[config.mk]
export PLATFORM = sky130hd
export DESIGN_NAME = fxalu_mul
export DESIGN_NICKNAME = d
export VERILOG_FILES = /design/src/rtl/core/fxalu_pkg.sv /design/src/rtl/core/fxalu_mul.sv
export SDC_FILE = /design/constraint.sdc
export NUM_CORES = 2
export LEC_CHECK = 0
export BUFFER_PORTS_ARGS = -buffer_cell sky130_fd_sc_hd__buf_4
export CORE_MARGIN = 5
export CORE_UTILIZATION = 40
export CTS_CLUSTER_SIZE = 16
export DETAILED_ROUTE_END_ITERATION = 8
export PLACE_DENSITY = 0.62
export REMOVE_ABC_BUFFERS = 1
export SETUP_SLACK_MARGIN = 0.3
export SLEW_MARGIN = 40
export SYNTH_ARGS = -nofsm -noshare
export SYNTH_HDL_FRONTEND = slang
export SYNTH_SLANG_ARGS = --single-unit
export TNS_END_PERCENT = 100
[constraint.sdc]
create_clock -name clk_i -period 10.2 [get_ports clk_i]
set_input_delay 0.51 -clock clk_i [delete_from_list [all_inputs] [get_ports clk_i]]
set_output_delay 0.51 -clock clk_i [all_outputs]
set_load 0.01 [all_outputs]
[src/rtl/core/fxalu_pkg.sv]
// fxalu_pkg: operation codes, fixed widths and the structs shared by the
// fixed-point alu pipeline. no dependencies.
package fxalu_pkg;

  localparam int unsigned DataW    = 32;
  localparam int unsigned DivQBits = 33;  // quotient bits resolved by the divider

  typedef enum logic [3:0] {
    OP_ADD  = 4'd0,
    OP_SUB  = 4'd1,
    OP_MUL  = 4'd2,
    OP_DIV  = 4'd3,
    OP_MIN  = 4'd4,
    OP_MAX  = 4'd5,
    OP_INC  = 4'd6,
    OP_DEC  = 4'd7,
    OP_INT  = 4'd8,
    OP_FROM = 4'd9
  } fx_op_e;

  localparam logic [DataW-1:0] SatMax = 32'h7FFF_FFFF;
  localparam logic [DataW-1:0] SatMin = 32'h8000_0000;

  // per-item data that rides alongside the divider
  typedef struct packed {
    logic [3:0]       op;
    logic [DataW-1:0] res;
    logic             ovf;
    logic             gt;
    logic             lt;
    logic             eq;
  } fx_side_t;

  typedef struct packed {
    logic dov;    // quotient already at or beyond 2^33
    logic dz;
    logic neg;
    logic a_neg;
  } fx_div_ctl_t;

  typedef struct packed {
    fx_div_ctl_t          ctl;
    logic [DivQBits-1:0]  quo;
    logic [DataW-1:0]     rem;
    logic [DataW-1:0]     den;
  } fx_div_out_t;

endpackage

[src/rtl/core/fxalu_mul.sv]
// fxalu_mul: two-stage signed multiply with round half away from zero and
// saturation. depends on fxalu_pkg.
module fxalu_mul import fxalu_pkg::*; #(
  parameter int unsigned FRAC_BITS = 8
) (
  input  logic             clk_i,
  input  logic [1:0]       en_i,
  input  logic [DataW-1:0] a_i,
  input  logic [DataW-1:0] b_i,
  output logic [DataW-1:0] res_o,
  output logic             ovf_o
);

  localparam logic [63:0] Half   = 64'(1) << (FRAC_BITS - 1);
  localparam logic [63:0] HalfM1 = Half - 64'(1);

  logic signed [63:0] prod_q;
  logic signed [63:0] rnd_sum;
  logic signed [63:0] shifted;
  logic [DataW-1:0]   res_d;
  logic               ovf_d;
  logic [DataW-1:0]   res_q;
  logic               ovf_q;

  always_ff @(posedge clk_i) begin
    if (en_i[0]) begin
      prod_q <= $signed(a_i) * $signed(b_i);
    end
  end

  // negative products floor after adding half minus one, which mirrors rounding away from zero
  always_comb begin
    rnd_sum = prod_q + $signed(prod_q[63] ? HalfM1 : Half);
    shifted = rnd_sum >>> FRAC_BITS;
    ovf_d   = 1'b0;
    res_d   = shifted[DataW-1:0];
    if (shifted[63:31] != {33{shifted[63]}}) begin
      ovf_d = 1'b1;
      res_d = shifted[63] ? SatMin : SatMax;
    end
  end

  always_ff @(posedge clk_i) begin
    if (en_i[1]) begin
      res_q <= res_d;
      ovf_q <= ovf_d;
    end
  end

  assign res_o = res_q;
  assign ovf_o = ovf_q;

endmodule

Word level (Yosys, flattened, before mapping)
Cells that the tools add are included.

storage, ports and cells
  flip-flop bits (word level) = 97
  input port bits = 67
  output and inout port bits = 33

cells by class
  add/sub/neg operators = 1
  multipliers = 1
  equal/unequal tests = 1
  mux-type cells = 4

operator list
  kind                          count
  adder 64 x 9 -> 64 bit        1
  multiplier 32 x 32 -> 64 bit  1
  two-way mux 32 bit            2
  != test 24 bit                1
  two-way mux 8 bit             1
  two-way mux 1 bit             1

Logic depth before layout (Yosys ltp)
  word-level depth = 4
  mapped depth = 28
  mapped depth without buffers = 27

Worst setup path after synthesis
No wires, ideal clock.

  path type = input to register
  start point = in a_i[31]
  end point = reg prod_q[61], data pin
  library setup time = 0.258 ns
  data arrival time = 7.720 ns
  required time = 9.942 ns
  path slack = 2.222 ns
  cell stages on the path = 26
  buffers on the path = 2
  path through = clkbuf_1 > nand2_1 > inv_1 > fa_1 > inv_1 > fa_1 > inv_1 > fa_1 > fa_1 > inv_1 > fa_1 > inv_1 > fa_1 > fa_1 > fa_1 > ha_1 > clkbuf_1 > a21o_1 > a21o_1 > a21oi_1 > o31ai_1 > a22o_1 > a211oi_1 > o21ai_1 > a21oi_1 > xnor2_1

between the ends
  word-level cells in the longest chain between the ends = 1

RTL lines
  what                          RTL line         source
  start, declared               fxalu_mul.sv:8   input logic [DataW-1:0] a_i,
  multiplier 32 x 32 -> 64 bit  fxalu_mul.sv:27  prod_q <= $signed(a_i) * $signed(b_i);
  end signal, assigned          fxalu_mul.sv:27
  end, declared                 fxalu_mul.sv:17  logic signed [63:0] prod_q;

No other way between the ends.
A chain may end at the register's enable or synchronous reset.

Worst setup path in the final report
  start point = in b_i[5]
  end point = reg prod_q[61], data pin

between the ends
  word-level cells in the longest chain between the ends = 1

RTL lines
  what                          RTL line         source
  start, declared               fxalu_mul.sv:9   input logic [DataW-1:0] b_i,
  multiplier 32 x 32 -> 64 bit  fxalu_mul.sv:27

No other way between the ends.

==> out/qor.yml <==
rsz0062_at_grt: "no"
insertion_delay_ns: 0.35
fin_cells: 5459
n_antenna_cell: 0
cts_hold_buf: 0
num_vias: 27278
dieHeight_um: 329
synth_edf_count: 97
syn_area_mm2: 0.0406
routed_wirelength_um: 101000
start_kind: "primary input"
numPortBuffers: 99
slew_headroom_pct: 46.4
ys_types: 67
drt_iter0_drc: 1286
min_period_ns: 8.45
placementRows: 116
synth_seq_cells: 97
fin_nets: 5437
routed-wl-met3_um: 4100
postCtsSetupBuffers: 0
grt_pass1_wl_um: 168000
async_flop_share_pct: 0
synth_ff_type: "edfxtp_1"
hold_path.class: "primary input to flip-flop"
finalCritPeriodShare_pct: 82.9
drt_first_pass_iters: 5
initial_core_util_pct: 40.4
postSynthCellCount: 4191
synth_warnings: 0
crit_fanout: 32
fmax_mhz: 118
ant_nets: 0
top_layer_used: "met4"
ctsLongestPathBuffers: 2
ctsResizeCount: 0
drv_slew: 0
remaining_drc_errors: 0
dp_hpwl_um: 82800
syn2layout_area_growth_pct: 4.89
maxCapViolCount: 0
cts_buffers: 9
dieArea_mm2: 0.108
setup_tns_ns: 0
post-place-cells: 5443
grt_pass1_vias: 30942
layout_commonest_cell: "fa_1"
wl_per_cell_um: 18.4
status: "complete, no violations"
cp.arrival_ns: 8.55
crit_type: "primary input to flip-flop"
die_w_um: 329
worstSetupEndpointType: "flip-flop"
hold_violations: 0
dr_wl_met2_um: 51100
cts_tree: "yes"
grt_use_total_pct: 19.5
ioPinCount: 100
path_clk_slew_ns: 0.07
avgSynthCellArea_um2: 9.69
grt_max_degree: 65
crit_required_ns: 10.30
overflow: 0
cts_root_buffer: "clkbuf_16"
antenna_found_initial: 4
drive_gt1_share_pct: 3.36
vias_per_cell: 5.00
setup_viol: 0
tightest_slew_ns: 0.804
core_area_mm2: 0.100
yosysSeqAreaShare_pct: 7.17
finClkSkew_ns: 0.0105
cts-htree-levels: 3
gp_congestion: 0.869
final_cell_mix: "1,082 x fa_1, 989 x inv_1, 544 x nand2_1, 517 x and2_1, 191 x ha_1"
cts.sinks: 97
met1_length_um: 42200
per-layer routing:
layer / vias up / track usage [%]
met2: 669 / 34.9
li1: 12014 / -
met4: 0 / 5.28
met5: - / 0
met1: 14417 / 25.4
met3: 178 / 1.88
sequential cells by signal, summed over array words and instances, names as in the netlist:
signal / flops
ovf_o: 1
prod_q: 64
res_o: 32
path summary, 6_finish.rpt:
kind / cells past startpoint / endpoint / slack [ns] / start
worst max-delay path: 25 / prod_q[61] / 1.75 / b_i[5]
worst min-delay path: 1 / res_o[7] / 0.64 / en_i[1]
worst max register to register: 13 / res_o[30] / 5.97 / prod_q[63]
worst min register to register: 2 / res_o[16] / 0.70 / prod_q[24]
cell usage after synthesis (20+ instances only):
library cell | instances | area share [%]
a21o_1 | 43 | 0.79
a21oi_1 | 63 | 0.78
and2_1 | 517 | 8.0
clkbuf_1 | 207 | 1.9
edfxtp_1 | 97 | 7.2
fa_1 | 1082 | 53
ha_1 | 191 | 5.9
inv_1 | 989 | 9.1
mux2i_1 | 33 | 0.81
nand2_1 | 544 | 5.0
nand3_1 | 21 | 0.26
nand4_1 | 20 | 0.31
nor2_1 | 68 | 0.63
o21ai_0 | 23 | 0.28
xnor2_1 | 73 | 1.6
xor2_1 | 30 | 0.65
final cells by class:
class / count / area [um2]
fillers: 9832 / 57800
repair buffers: 107 / 803
well taps: 1357 / 1700
clock inverters: 7 / 71.3
flip-flops and latches: 97 / 2910
inverters: 989 / 3710
clock buffers: 9 / 225
multi-input cells: 2893 / 33200
kinds of logic (layout without fill, tap and decap cells):
group                      Yosys count  in the layout  synth area share [%]
adders and majority gates         1273           1273                  59.2
and+or+nand+nor                   1255           1255                  15.6
buffers and inverters             1201           1112                  11.2
AOI/OAI and AO/OA                  227            227                  3.76
xor gates and xnor gates           103            103                  2.22
DFF                                 97             97                  7.17
muxes                               35             35                 0.869
per-stage QoR:
| stage | utilization (%) | area, um2 | hold slack [ns] | setup WS [ns] |
|---|---|---|---|---|
| after detailed placement | 42.1 | 42300 | 0.689 | 1.38 |
| after global placement | 42.1 | 42300 | 0.683 | 1.45 |
| final | 42.4 | 42600 | 0.639 | 1.75 |
| after global routing | 42.4 | 42600 | 0.647 | 1.34 |
| after floorplan | - | 39800 | 0.614 | 2.52 |
| after CTS | 42.4 | 42600 | 0.644 | 1.73 |
critical path, stage by stage:
cell and delay [ns]:
buf_4 0.34, nand2_1 0.20, inv_1 0.12, fa_1 0.40
inv_1 0.27, fa_1 0.48, inv_1 0.22, fa_1 0.50
fa_1 0.86, inv_1 0.37, fa_1 0.57, inv_1 0.05
fa_1 0.55, fa_1 0.45, fa_1 0.47, ha_1 0.39
a21o_1 0.19, a21o_1 0.17, a21oi_1 0.13, o31ai_1 0.10
a22o_1 0.23, a211oi_1 0.54, o21ai_1 0.14, a21oi_1 0.19
xnor2_1 0.08
Power is not shown: default switching activity piles up to over one toggle a cycle in this logic, so the estimate is an artifact.
